[src/rtl/bclw_pkg.sv]
// ---------------------------------------------------------------------------
// bclw_pkg
// Types, constants and codes of the write-back block cache controller.
// ---------------------------------------------------------------------------
package bclw_pkg;

   // Geometry of the cache and of the device.
   localparam int CACHE_ENTRIES  = 16;
   localparam int ENTRY_IDX_W    = $clog2(CACHE_ENTRIES);
   localparam int DEVICE_BLOCKS  = 65536;
   localparam int BLOCK_W        = 16;
   localparam int USE_COUNT_BITS = 16;
   localparam logic [USE_COUNT_BITS-1:0] USE_MAX = {USE_COUNT_BITS{1'b1}};

   // Field widths of the words on the ports.
   localparam int KIND_W   = 2;
   localparam int STATUS_W = 2;
   localparam int SLOT_W   = 4;

   // The first-access bitmap is kept as rows of MAP_ROW_W bits.
   localparam int MAP_ROW_W     = 32;
   localparam int MAP_BIT_W     = $clog2(MAP_ROW_W);
   localparam int MAP_ROWS      = DEVICE_BLOCKS / MAP_ROW_W;
   localparam int MAP_ROW_IDX_W = $clog2(MAP_ROWS);

   // Request kinds.
   localparam logic [KIND_W-1:0] KIND_READ  = 2'd0;
   localparam logic [KIND_W-1:0] KIND_WRITE = 2'd1;
   localparam logic [KIND_W-1:0] KIND_FLUSH = 2'd2;

   // Result status codes.
   localparam logic [STATUS_W-1:0] STATUS_ZERO  = 2'd0;
   localparam logic [STATUS_W-1:0] STATUS_HIT   = 2'd1;
   localparam logic [STATUS_W-1:0] STATUS_MISS  = 2'd2;
   localparam logic [STATUS_W-1:0] STATUS_FLUSH = 2'd3;

   // One entry of the tag memory.
   typedef struct packed {
      logic                      valid;
      logic                      dirty;
      logic [BLOCK_W-1:0]        tag;
      logic [USE_COUNT_BITS-1:0] count;
   } entry_type;

   // Entries streamed from the tag memory into the selection unit.
   typedef struct packed {
      logic                   start;
      logic                   valid;
      logic [ENTRY_IDX_W-1:0] idx;
      logic [BLOCK_W-1:0]     blk;
      entry_type              entry;
   } scan_type;

   // Hit and replacement choice after a full scan.
   typedef struct packed {
      logic                   hit;
      logic [ENTRY_IDX_W-1:0] hit_idx;
      entry_type              hit_entry;
      logic                   clean_found;
      logic [ENTRY_IDX_W-1:0] clean_idx;
      logic [ENTRY_IDX_W-1:0] all_idx;
      logic [BLOCK_W-1:0]     all_tag;
   } victim_type;

   // Sequencer states.
   typedef enum logic [3:0] {
      ST_CLEAR,
      ST_IDLE,
      ST_MAP_RD,
      ST_MAP_CHK,
      ST_ZERO,
      ST_SCAN,
      ST_UPDATE,
      ST_FL_SCAN,
      ST_FL_RD,
      ST_FL_CHK
   } state_type;

endpackage

[src/rtl/bclw_victim.sv]
// ---------------------------------------------------------------------------
// bclw_victim
// Accumulates the hit entry and the replacement candidates over a scan.
// ---------------------------------------------------------------------------
module bclw_victim
   import bclw_pkg::*;
(
   input  logic       clock,
   input  logic       reset,
   input  scan_type   scan_i,
   output victim_type sel_o
);

   logic                      hit_ff, hit_in;
   logic [ENTRY_IDX_W-1:0]    hit_idx_ff, hit_idx_in;
   entry_type                 hit_entry_ff, hit_entry_in;
   logic                      clean_found_ff, clean_found_in;
   logic [ENTRY_IDX_W-1:0]    clean_idx_ff, clean_idx_in;
   logic [USE_COUNT_BITS-1:0] clean_cnt_ff, clean_cnt_in;
   logic [ENTRY_IDX_W-1:0]    all_idx_ff, all_idx_in;
   logic [USE_COUNT_BITS-1:0] all_cnt_ff, all_cnt_in;
   logic [BLOCK_W-1:0]        all_tag_ff, all_tag_in;

   // Compare the incoming entry against the best ones seen so far.
   always_comb begin
      hit_in         = hit_ff;
      hit_idx_in     = hit_idx_ff;
      hit_entry_in   = hit_entry_ff;
      clean_found_in = clean_found_ff;
      clean_idx_in   = clean_idx_ff;
      clean_cnt_in   = clean_cnt_ff;
      all_idx_in     = all_idx_ff;
      all_cnt_in     = all_cnt_ff;
      all_tag_in     = all_tag_ff;
      if (scan_i.start) begin
         hit_in         = 1'b0;
         clean_found_in = 1'b0;
      end else if (scan_i.valid) begin
         // The first valid entry with a matching tag is the hit.
         if (!hit_ff && scan_i.entry.valid && (scan_i.entry.tag == scan_i.blk)) begin
            hit_in       = 1'b1;
            hit_idx_in   = scan_i.idx;
            hit_entry_in = scan_i.entry;
         end
         // Lowest use count among clean entries; a strict compare keeps the
         // lowest index on a tie.
         if (!scan_i.entry.dirty &&
             (!clean_found_ff || (clean_cnt_ff > scan_i.entry.count))) begin
            clean_found_in = 1'b1;
            clean_idx_in   = scan_i.idx;
            clean_cnt_in   = scan_i.entry.count;
         end
         // Lowest use count over all entries, starting from entry zero.
         if ((scan_i.idx == '0) || (all_cnt_ff > scan_i.entry.count)) begin
            all_idx_in = scan_i.idx;
            all_cnt_in = scan_i.entry.count;
            all_tag_in = scan_i.entry.tag;
         end
      end
   end

   // Found flags.
   always_ff @(posedge clock) begin
      if (reset) begin
         hit_ff         <= 1'b0;
         clean_found_ff <= 1'b0;
      end else begin
         hit_ff         <= hit_in;
         clean_found_ff <= clean_found_in;
      end
   end

   // Candidate payload.
   always_ff @(posedge clock) begin
      hit_idx_ff   <= hit_idx_in;
      hit_entry_ff <= hit_entry_in;
      clean_idx_ff <= clean_idx_in;
      clean_cnt_ff <= clean_cnt_in;
      all_idx_ff   <= all_idx_in;
      all_cnt_ff   <= all_cnt_in;
      all_tag_ff   <= all_tag_in;
   end

   assign sel_o.hit         = hit_ff;
   assign sel_o.hit_idx     = hit_idx_ff;
   assign sel_o.hit_entry   = hit_entry_ff;
   assign sel_o.clean_found = clean_found_ff;
   assign sel_o.clean_idx   = clean_idx_ff;
   assign sel_o.all_idx     = all_idx_ff;
   assign sel_o.all_tag     = all_tag_ff;

endmodule

[config.mk]
export PLATFORM = sky130hd
export DESIGN_NAME = bclw_victim
export DESIGN_NICKNAME = d
export VERILOG_FILES = /design/src/rtl/bclw_pkg.sv /design/src/rtl/bclw_victim.sv
export SDC_FILE = /design/constraint.sdc
export NUM_CORES = 1
export LEC_CHECK = 0
export ABC_AREA = 1
export BUFFER_PORTS_ARGS = -buffer_cell sky130_fd_sc_hd__buf_2
export CAP_MARGIN = 20
export CORE_MARGIN = 2
export CORE_UTILIZATION = 40
export CTS_BUF_LIST = sky130_fd_sc_hd__clkbuf_4 sky130_fd_sc_hd__clkbuf_8
export CTS_CLUSTER_DIAMETER = 100
export DETAILED_ROUTE_END_ITERATION = 8
export GPL_ROUTABILITY_DRIVEN = 0
export GPL_TIMING_DRIVEN = 0
export HOLD_SLACK_MARGIN = 0.05
export PLACE_DENSITY = 0.74
export SYNTH_ARGS = -nofsm -noshare
export SYNTH_HDL_FRONTEND = slang
export SYNTH_SLANG_ARGS = --single-unit
[constraint.sdc]
create_clock -name clock -period 8.75 [get_ports clock]
set_input_delay 0.4375 -clock clock [delete_from_list [all_inputs] [get_ports clock]]
set_output_delay 0.4375 -clock clock [all_outputs]
set_load 0.03 [all_outputs]
==> out/summary.txt, run 1 <==
outcome: complete, no violations
Worst-Skew Late Latency: 0.36 ns
vias after detailed routing: 2567
clock skew: 0.00970 ns
WL per Instance: 14.4 um
synth warn: 0
CTS clk-pin slew, worst paths: 0.09 ns
Rel. slew slack: 66.0%
Max-cap violations: 0
Tot Pwr: 908 uW
peak fanout along the critical path: 24
first-pass GRT wire length: 13.0 mm
worst reg2reg path depth: 8
core area: 9680 um2
Setup Crit Path Kind: flip-flop to flip-flop
CTS tree: yes
clk root buf: clkbuf_8
vias in the first global route: 2806
Die X: 104 um
Final Instance Count excl. Fillers: 560
share of the synthesized area in the top cell type: 71.1%
DP Area: 4820 um2
CP Launch Type: flip-flop
Synth Register Bits: 96
largest net degree at the start of global routing: 27
maximum vdd drop: 115 uV
hold path endpoint: sel_o[58]$_DFFE_PP_
Buffers on Ports: 121
HPWL Detailed: 6.12 mm
min Tclk post-route: 2.44 ns
unique cell type count in the Yosys netlist: 19
WP data required: 8.81 ns
WL final: 8.04 mm
Pwr Density: 180 nW/um2
hold path start: scan_i[33]
syn_nets: 376
# nets final: 511
sequential fraction of the synthesis area: 72.1%
Remaining Overflow, GRT: 0
First-pass DRT Iterations: 4
Max Transition Viols Final: 0
post-cts sizing count: 0
leakage: 2.18 nW
Final period util: 27.9%
initial DRC count: 121
area leader, netlist: edfxtp_1
Area Overhead vs Synth: 27.0%
hold path depth: 1
Final Setup Violations: 0
Min-Delay Path Class: input port to flip-flop
Synth area leaders: edfxtp_1 (71%), ha_1 (10%), nand2_1 (4.6%)
worst r2r dst: all_cnt_ff[2]$_DFFE_PP_
layout cells sized above 1: 34.3%
RSZ-0062 raised after global routing: false
Die Y: 104 um
crit end category: flip-flop
Hold Vio Cnt, Final: 0
Syn Area/Cell: 13.9 um2
CTS sink cnt: 96
worst reg2reg setup slack: 6.31 ns
critical path data arrival time: 2.50 ns
Total GRT Usage: 15.8%
DRC errors left: 0
row cnt: 36
Inst Count DP: 543
Least-Margin Pin Slew: 0.509 ns
Synth Instances: 286
CTS Buf Count: 9
clk buf depth: 2
Die ar.: 10700 um2
fmax: 410 MHz
starting density of the core: 41.0%
IO Pins: 122
Via density: 4.58
Post-Syn Area: 3970 um2
ANT nets after route: 0
CTS Hold Bufs: 0
Post-CTS Setup Bufs: 0
origin of the critical flop-to-flop path: all_cnt_ff[11]$_DFFE_PP_
initial antenna violation count: 1
cell area after layout: 5040 um2
Sum Neg Setup Slack: 0 ns
htree depth: 3
routing by layer:
layer | track usage, % | part of all wire, % | up-vias
met5 | 0 | 0 | -
met3 | 7.43 | 11 | 10
li1 | - | - | 1274
met1 | 16.9 | 39 | 1174
met4 | 6.56 | 1.4 | 0
met2 | 27.0 | 49 | 109
metrics by stage:
stage	hold WS, ns	utilization [%]	worst slack [ns]
final	0.274	52.1	6.31
after global routing	0.246	52.1	6.18
after CTS	0.245	52.1	6.27
after detailed placement	0.474	49.8	6.11
after global placement	0.461	49.0	3.89
after floorplan	0.445	-	5.33
where the power goes:
| group | total, mW | switching, mW | internal (mW) |
|---|---|---|---|
| combinational | 0.0781 | 0.0482 | 0.0299 |
| clock | 0.314 | 0.152 | 0.162 |
| sequential | 0.517 | 0.00226 | 0.514 |
state kept, by name, summed over array words and instances, names as in the netlist:
register        count
clean_idx_ff        4
hit_ff              1
clean_found_ff      1
all_idx_ff          4
clean_cnt_ff       16
hit_idx_ff          4
sel_o              34
all_cnt_ff         16
all_tag_ff         16
layout by cell type, fill, tap and decap left out, types with 4 or more instances in the layout:
| cell | synthesis | final |
|---|---|---|
| edfxtp_1 | 94 | 94 |
| xor2_1 | 4 | 4 |
| a21oi_1 | 16 | 14 |
| xnor2_1 | 4 | 4 |
| o21ai_0 | 5 | 5 |
| buf_2 | 0 | 121 |
| ha_1 | 32 | 32 |
| clkbuf_8 | 0 | 9 |
| nand3_1 | 8 | 8 |
| nand2_1 | 49 | 49 |
| nor2_1 | 21 | 20 |
| nor3_1 | 4 | 4 |
| inv_1 | 37 | 37 |
critical path, cell delays in order (launching register included):
cell	delay, ns
edfxtp_1	0.39
ha_1	0.33
nand4_1	0.12
nor3_1	0.32
nand2_1	0.09
nand2_1	0.07
nand2_1	0.10
a21oi_4	0.46
buf_12	0.26
how the worst max path moves through the flow:
stage,startpoint,endpoint,slack [ns],depth (start not counted)
floorplan,scan_i[15],all_cnt_ff[0]$_DFFE_PP_,5.33,8
global placement,scan_i[11],all_tag_ff[1]$_DFFE_PP_,3.89,9
detailed placement,scan_i[11],all_cnt_ff[10]$_DFFE_PP_,6.11,10
CTS,all_cnt_ff[11]$_DFFE_PP_,all_cnt_ff[2]$_DFFE_PP_,6.27,8
global route,all_cnt_ff[11]$_DFFE_PP_,all_cnt_ff[3]$_DFFE_PP_,6.18,8
finish,all_cnt_ff[11]$_DFFE_PP_,all_cnt_ff[2]$_DFFE_PP_,6.31,8
logic make-up after synthesis:
| logic type | count (synthesis) | share of synthesized area, % |
|---|---|---|
| AOI/OAI and AO/OA | 24 | 3.18 |
| xor gates and xnor gates | 8 | 1.76 |
| adders and majority gates | 32 | 10.1 |
| buffers and inverters | 39 | 3.87 |
| DFF | 96 | 72.1 |
| and+or+nand+nor | 87 | 9.04 |
synth_stat cells:
master    count
nor3_2        1
edfxtp_1     94
a21o_1        2
or4_1         1
o22ai_1       1
nand3_1       8
buf_4         2
a21oi_1      16
xor2_1        4
or2_2         1
nand4_1       2
o21ai_0       5
nor3_1        4
nand2_1      49
dfxtp_1       2
xnor2_1       4
inv_1        37
ha_1         32
nor2_1       21
cell type report:
class / instances / area, um2
Antenna cell: 1 / 2.50
Buffer: 2 / 15.0
Clock buffer: 9 / 124
Clock inverter: 7 / 95.1
Fill cell: 848 / 4640
Inverter: 37 / 139
Multi-Input combinational cell: 151 / 978
Sequential cell: 96 / 2860
Tap cell: 133 / 166
Timing Repair Buffer: 124 / 661
Power figures use the tool's default switching activity.
==> run 2, diff against run 1 <==
==> constraint.sdc (replaced) <==
create_clock -name clock -period 2.28 [get_ports clock]
set_input_delay 0.114 -clock clock [delete_from_list [all_inputs] [get_ports clock]]
set_output_delay 0.114 -clock clock [all_outputs]
set_load 0.03 [all_outputs]
==> run 2 against run 1 <==
Net effect:
- critical path depth grew 3
- total power increased to 3.9 times the previous value
- combinational power grew to 4.8 times the previous value
- largest cell class unchanged
- largest power group unchanged
==> out/summary.txt, run 2 (synthesized netlist as in run 1, its figures left out) <==
core area: 9680 um2 (unchanged)
Flop pwr share: 55.5% (was 56.9%)
origin of the critical flop-to-flop path: all_cnt_ff[11]$_DFFE_PP_ (unchanged)
largest net degree at the start of global routing: 27 (unchanged)
# nets final: 557 (was 511)
Min-Delay Path Class: input port to flip-flop (unchanged)
CTS tree: yes (unchanged)
Setup Crit Path Kind: input port to flip-flop (was flip-flop to flip-flop)
vias after detailed routing: 2795 (was 2567)
fmax: 469 MHz
WL final: 8.82 mm (was 8.04 mm)
First-pass DRT Iterations: 4 (unchanged)
Via density: 4.62 (was 4.58)
row cnt: 36 (unchanged)
min Tclk post-route: 2.13 ns
Largest register FFs: 34 (unchanged)
Die ar.: 10700 um2 (unchanged)
clock skew: 0.00721 ns (was 0.00970 ns)
worst r2r dst: all_cnt_ff[11]$_DFFE_PP_ (was all_cnt_ff[2]$_DFFE_PP_)
starting density of the core: 41.0% (unchanged)
DP Area: 4820 um2 (unchanged)
crit end category: flip-flop (unchanged)
sw frac: 22.7% (was 22.3%)
Final period util: 93.5%
commonest non-fill, non-tap cell in the layout: buf_2 (unchanged)
worst reg2reg path depth: 8 (unchanged)
layout cells sized above 1: 32.4% (was 34.3%)
CTS sink cnt: 96 (unchanged)
Die Y: 104 um (unchanged)
initial antenna violation count: 0 (was 1)
Least-Margin Pin Slew: 0.454 ns (was 0.509 ns)
P_sw: 811 uW (was 202 uW)
Total GRT Usage: 16.9% (was 15.8%)
Area Overhead vs Synth: 39.4% (was 27.0%)
Buffers on Ports: 121 (unchanged)
Remaining Overflow, GRT: 0 (unchanged)
first-pass GRT wire length: 13.9 mm (was 13.0 mm)
crit path launch: scan_i[10] (was all_cnt_ff[11]$_DFFE_PP_)
worst reg2reg setup slack: 0.20 ns (was 6.31 ns)
Worst-Skew Late Latency: 0.37 ns (was 0.36 ns)
Comb pwr share: 10.5% (was 8.6%)
CTS clk-pin slew, worst paths: 0.09 ns (about the same)
vias in the first global route: 3017 (was 2806)
CP Launch Type: input port (was flip-flop)
leakage: 2.39 nW (was 2.18 nW)
Die X: 104 um (unchanged)
Power Internal: 2.76 mW (was 706 uW)
Worst setup endpoint: all_cnt_ff[11]$_DFFE_PP_ (was all_cnt_ff[2]$_DFFE_PP_)
Final Setup Violations: 0 (unchanged)
Max-cap violations: 0 (unchanged)
critical path data arrival time: 2.22 ns (was 2.50 ns)
final core occ: 57.2% (was 52.1%)
cell area after layout: 5540 um2 (was 5040 um2)
CTS Buf Count: 9 (unchanged)
Clk pwr share: 34.1% (was 34.5%)
WP data required: 2.37 ns (was 8.81 ns)
Rel. slew slack: 69.7% (was 66.0%)
clk buf depth: 2 (unchanged)
ANT nets after route: 0 (unchanged)
maximum vdd drop: 379 uV (was 115 uV)
most frequent cells in the layout: buf_2 (121), edfxtp_1 (94), nand2_1 (49), dlygate4sd3_1 (42), inv_1 (37) (was buf_2 (121), edfxtp_1 (94), nand2_1 (49), inv_1 (37), ha_1 (32))
RSZ-0062 raised after global routing: false (unchanged)
filler cell count: 785 (was 848)
Hold Vio Cnt, Final: 0 (unchanged)
Pwr Density: 646 nW/um2 (was 180 nW/um2)
outcome: complete, no violations (unchanged)
Max Transition Viols Final: 0 (unchanged)
HPWL Detailed: 5.98 mm (was 6.12 mm)
WL per Instance: 14.6 um (was 14.4 um)
Ant. Diodes: 0 (was 1)
IO Pins: 122 (unchanged)
clk root buf: clkbuf_8 (unchanged)
htree depth: 3 (unchanged)
peak fanout along the critical path: 11 (was 24)
DRC errors left: 0 (unchanged)
initial DRC count: 104 (was 121)
-- run 2: repair_timing --
action / CTS / global route
resized for setup: 1 / 2
pin swaps: 1 / 2
endpoints found under the hold margin: 96 / 0
hold buffers: 42 / 0
cloned: 0 / 1
setup endpoints to repair: 37 / 37
setup buffers: 1 / 2
-- run 2: worst min-delay path by stage --
stage,depth (start not counted),endpoint,startpoint
2_1_floorplan,0,all_cnt_ff[0]$_DFFE_PP_,scan_i[0]
3_3_place_gp,1,sel_o[58]$_DFFE_PP_,scan_i[33]
3_5_place_dp,1,sel_o[58]$_DFFE_PP_,scan_i[33]
4_1_cts,2,sel_o[55]$_DFFE_PP_,scan_i[55]
5_1_grt,2,sel_o[55]$_DFFE_PP_,scan_i[55]
6_report,2,sel_o[55]$_DFFE_PP_,scan_i[55]
-- run 2: layout make-up --
class | instances | area [um2] | area share (%)
tap | 133 | 166 | 3.01
clock buffer | 9 | 124 | 2.24
inverter | 37 | 139 | 2.51
timing repair buffer | 170 | 1140 | 20.6
clock inverter | 7 | 95.1 | 1.72
buffer | 2 | 15.0 | 0.271
sequential | 96 | 2860 | 51.7
multi-input combinational | 151 | 993 | 17.9
-- run 2: power by group through the flow --
stage,registers [mW],clock network [mW],logic [mW]
3_5_place_dp,2.02,0,0.301
2_1_floorplan,2.05,0,0.135
6_report,1.98,1.22,0.374
4_1_cts,1.98,1.25,0.364
5_1_grt,1.99,1.30,0.418
3_3_place_gp,2.02,0,0.283
-- run 2: routing by layer --
metal	vias up	GRT usage [%]	share of wire, %
met2	103	29.2	48
li1	1362	-	-
met4	0	8.98	2.7
met1	1311	17.5	40
met5	-	0	0
met3	19	6.86	9.4
-- run 2: critical path, cell delays in order --
cell and delay [ns]:
dlygate4sd3_1 0.53, buf_2 0.14, inv_1 0.07, ha_1 0.29
nand4_1 0.11, nor3_1 0.25, nand2_1 0.09, nand2_1 0.06
nand2_1 0.09, a21oi_4 0.25, clkbuf_16 0.22
-- run 2: stage by stage --
stage	hold slack (ns)	cells	power, mW	setup WS (ns)	setup TNS (ns)
finish	0.155	605	3.58	0.148	0
global route	0.158	605	3.71	0.00624	0
CTS	0.143	602	3.60	0.0108	0
detailed placement	0.317	543	2.33	-0.115	-3.59
global placement	0.310	540	2.31	-0.621	-48.03
floorplan	0.213	286	2.19	0.104	0
==> run 3, diff against run 2 <==
==> constraint.sdc (replaced) <==
create_clock -name clock -period 2.28 [get_ports clock]
set_input_delay 0.684 -clock clock [delete_from_list [all_inputs] [get_ports clock]]
set_output_delay 0.684 -clock clock [all_outputs]
set_load 0.03 [all_outputs]
==> run 3 against run 2 <==
Net effect:
- utilization down 3.2 points
- via count down 5.8%
- critical path depth down 1
- non-clock buffer count down 40
- sequential power about the same
- largest power group unchanged
==> out/summary.txt, run 3 (synthesized netlist as in run 1, its figures left out) <==
peak fanout along the critical path: 20 (was 11)
htree depth: 3 (unchanged)
Hold Vio Cnt, Final: 0 (unchanged)
Remaining Overflow, GRT: 0 (unchanged)
initial antenna violation count: 0 (unchanged)
min Tclk post-route: 2.18 ns (was 2.13 ns)
Die ar.: 10700 um2 (unchanged)
CP Launch Type: input port (unchanged)
Final Setup Violations: 0 (unchanged)
CP dominant cell by count: nand2_1 (unchanged)
Final Instance Count excl. Fillers: 566 (was 605)
DRC errors left: 0 (unchanged)
Die Y: 104 um (unchanged)
Tot Pwr: 3.37 mW (was 3.58 mW)
commonest non-fill, non-tap cell in the layout: buf_2 (unchanged)
core area: 9680 um2 (unchanged)
clock skew: 0.0133 ns (was 0.00721 ns)
CTS tree: yes (unchanged)
Total GRT Usage: 16.3% (was 16.9%)
# nets final: 518 (was 557)
Worst-Skew Late Latency: 0.37 ns (about the same)
HPWL Detailed: 6.25 mm (was 5.98 mm)
crit end category: flip-flop (unchanged)
fmax: 459 MHz (was 469 MHz)
Max-cap violations: 0 (unchanged)
Rel. slew slack: 79.2% (was 69.7%)
initial DRC count: 68 (was 104)
Largest register FFs: 34 (unchanged)
maximum vdd drop: 448 uV (was 379 uV)
critical path cell sequence: buf_2 > inv_12 > ha_4 > nand4_1 > nor3_2 > nand2_1 > nand2_1 > nand2_2 > a21oi_4 > buf_16 (was dlygate4sd3_1 > buf_2 > inv_1 > ha_1 > nand4_1 > nor3_1 > nand2_1 > nand2_1 > nand2_1 > a21oi_4 > clkbuf_16)
WL final: 8.38 mm (was 8.82 mm)
CP peak stage delay: 0.27 ns (was 0.53 ns)
WL per Instance: 14.8 um (was 14.6 um)
First-pass DRT Iterations: 4 (unchanged)
Final period util: 95.5% (was 93.5%)
outcome: complete, no violations (unchanged)
CTS sink cnt: 96 (unchanged)
RSZ-0062 raised after global routing: false (unchanged)
vias in the first global route: 2842 (was 3017)
vias after detailed routing: 2632 (was 2795)
IO Pins: 122 (unchanged)
Via density: 4.65 (was 4.62)
clk buf depth: 2 (unchanged)
layout cells sized above 1: 39.0% (was 32.4%)
CTS Hold Bufs: 0 (was 42)
clk root buf: clkbuf_8 (unchanged)
Area Overhead vs Synth: 31.5% (was 39.4%)
Pwr Density: 646 nW/um2 (about the same)
Least-Margin Pin Slew: 0.312 ns (was 0.454 ns)
WP data required: 2.36 ns (was 2.37 ns)
critical path data arrival time: 2.26 ns (was 2.22 ns)
row cnt: 36 (unchanged)
Buf/Inv on CP: 3 (was 4)
starting density of the core: 41.0% (unchanged)
first-pass GRT wire length: 13.5 mm (was 13.9 mm)
Inst Count DP: 542 (was 543)
most frequent cells in the layout: buf_2 (121), edfxtp_1 (94), nand2_1 (48), inv_1 (29), ha_1 (28) (was buf_2 (121), edfxtp_1 (94), nand2_1 (49), dlygate4sd3_1 (42), inv_1 (37))
CTS clk-pin slew, worst paths: 0.10 ns (was 0.09 ns)
CTS Buf Count: 9 (unchanged)
Max Transition Viols Final: 0 (unchanged)
leakage: 2.21 nW (was 2.39 nW)
Buffers on Ports: 121 (unchanged)
Min-Delay Path Class: flip-flop to flip-flop (was input port to flip-flop)
largest net degree at the start of global routing: 21 (was 27)
ANT nets after route: 0 (unchanged)
CP max-delay cell: nor3_2 (was dlygate4sd3_1)
family with the most delay on the worst path: simple AND/OR/NAND/NOR gates (was buffers and inverters)
Setup Crit Path Kind: input port to flip-flop (unchanged)
filler cell count: 856 (was 785)
Die X: 104 um (unchanged)
Ant. Diodes: 0 (unchanged)
## run 3: cell types whose count changed in the layout (fill, tap and decap cells not counted), moves of 4 or more
cell	change
inv_2	+4
ha_4	+4
inv_1	-8
dlygate4sd3_1	-42
ha_1	-4
## run 3: repair_timing
item                                   in CTS  in global routing
pin swaps                                   3                  1
cloned                                      1                  0
setup buffers                               5                  2
setup endpoints to repair                  56                 25
endpoints found under the hold margin       0                  0
gates resized for setup                     1                  1
## run 3: final cells by class
cell class / instances / area, um2 / share of cell area [%]
flip-flops and latches: 96 / 2860 / 54.8
multi-input cells: 152 / 1060 / 20.4
repair buffers: 130 / 763 / 14.6
well taps: 133 / 166 / 3.19
inverters: 37 / 164 / 3.14
clock buffers: 9 / 124 / 2.37
clock inverters: 7 / 63.8 / 1.22
plain buffers: 2 / 15.0 / 0.287
## run 3: metal layers
layer | vias up | global-route usage [%] | share of wire (%)
li1 | 1290 | - | -
met1 | 1231 | 17.0 | 38
met2 | 102 | 29.4 | 51
met3 | 9 | 7.05 | 9.1
met4 | 0 | 5.50 | 1.5
met5 | - | 0 | 0
## run 3: worst min-delay path, stage by stage (launching register included)
cell and delay, ns:
dfxtp_1 0.33, inv_1 0.07, a21oi_1 0.06
## run 3: metrics by stage
step / worst slack [ns] / setup TNS [ns] / utilization [%] / hold slack, ns / area [um2]
floorplan: -0.203 / -7.33 / - / 0.445 / 4090
global placement: -0.903 / -62.08 / 50.2 / 0.467 / 4860
detailed placement: -0.705 / -43.54 / 50.7 / 0.483 / 4910
CTS: 0.0767 / 0 / 53.6 / 0.491 / 5190
global route: 0.00567 / 0 / 53.9 / 0.484 / 5220
finish: 0.103 / 0 / 53.9 / 0.495 / 5220
## run 3: power breakdown
| part | switching (mW) | internal, mW |
|---|---|---|
| sequential | 0.0111 | 1.97 |
| clock | 0.637 | 0.419 |
| combinational | 0.200 | 0.133 |
| total | 0.848 | 2.53 |
## run 3: path summary, 6_finish.rpt
path	slack, ns	depth (start not counted)	end	startpoint
max	0.10	10	all_tag_ff[14]$_DFFE_PP_	scan_i[10]
min	0.50	2	hit_ff$_SDFFE_PP0P_	hit_ff$_SDFFE_PP0P_
max reg2reg	0.20	8	all_tag_ff[14]$_DFFE_PP_	all_cnt_ff[10]$_DFFE_PP_
min reg2reg	0.50	2	hit_ff$_SDFFE_PP0P_	hit_ff$_SDFFE_PP0P_
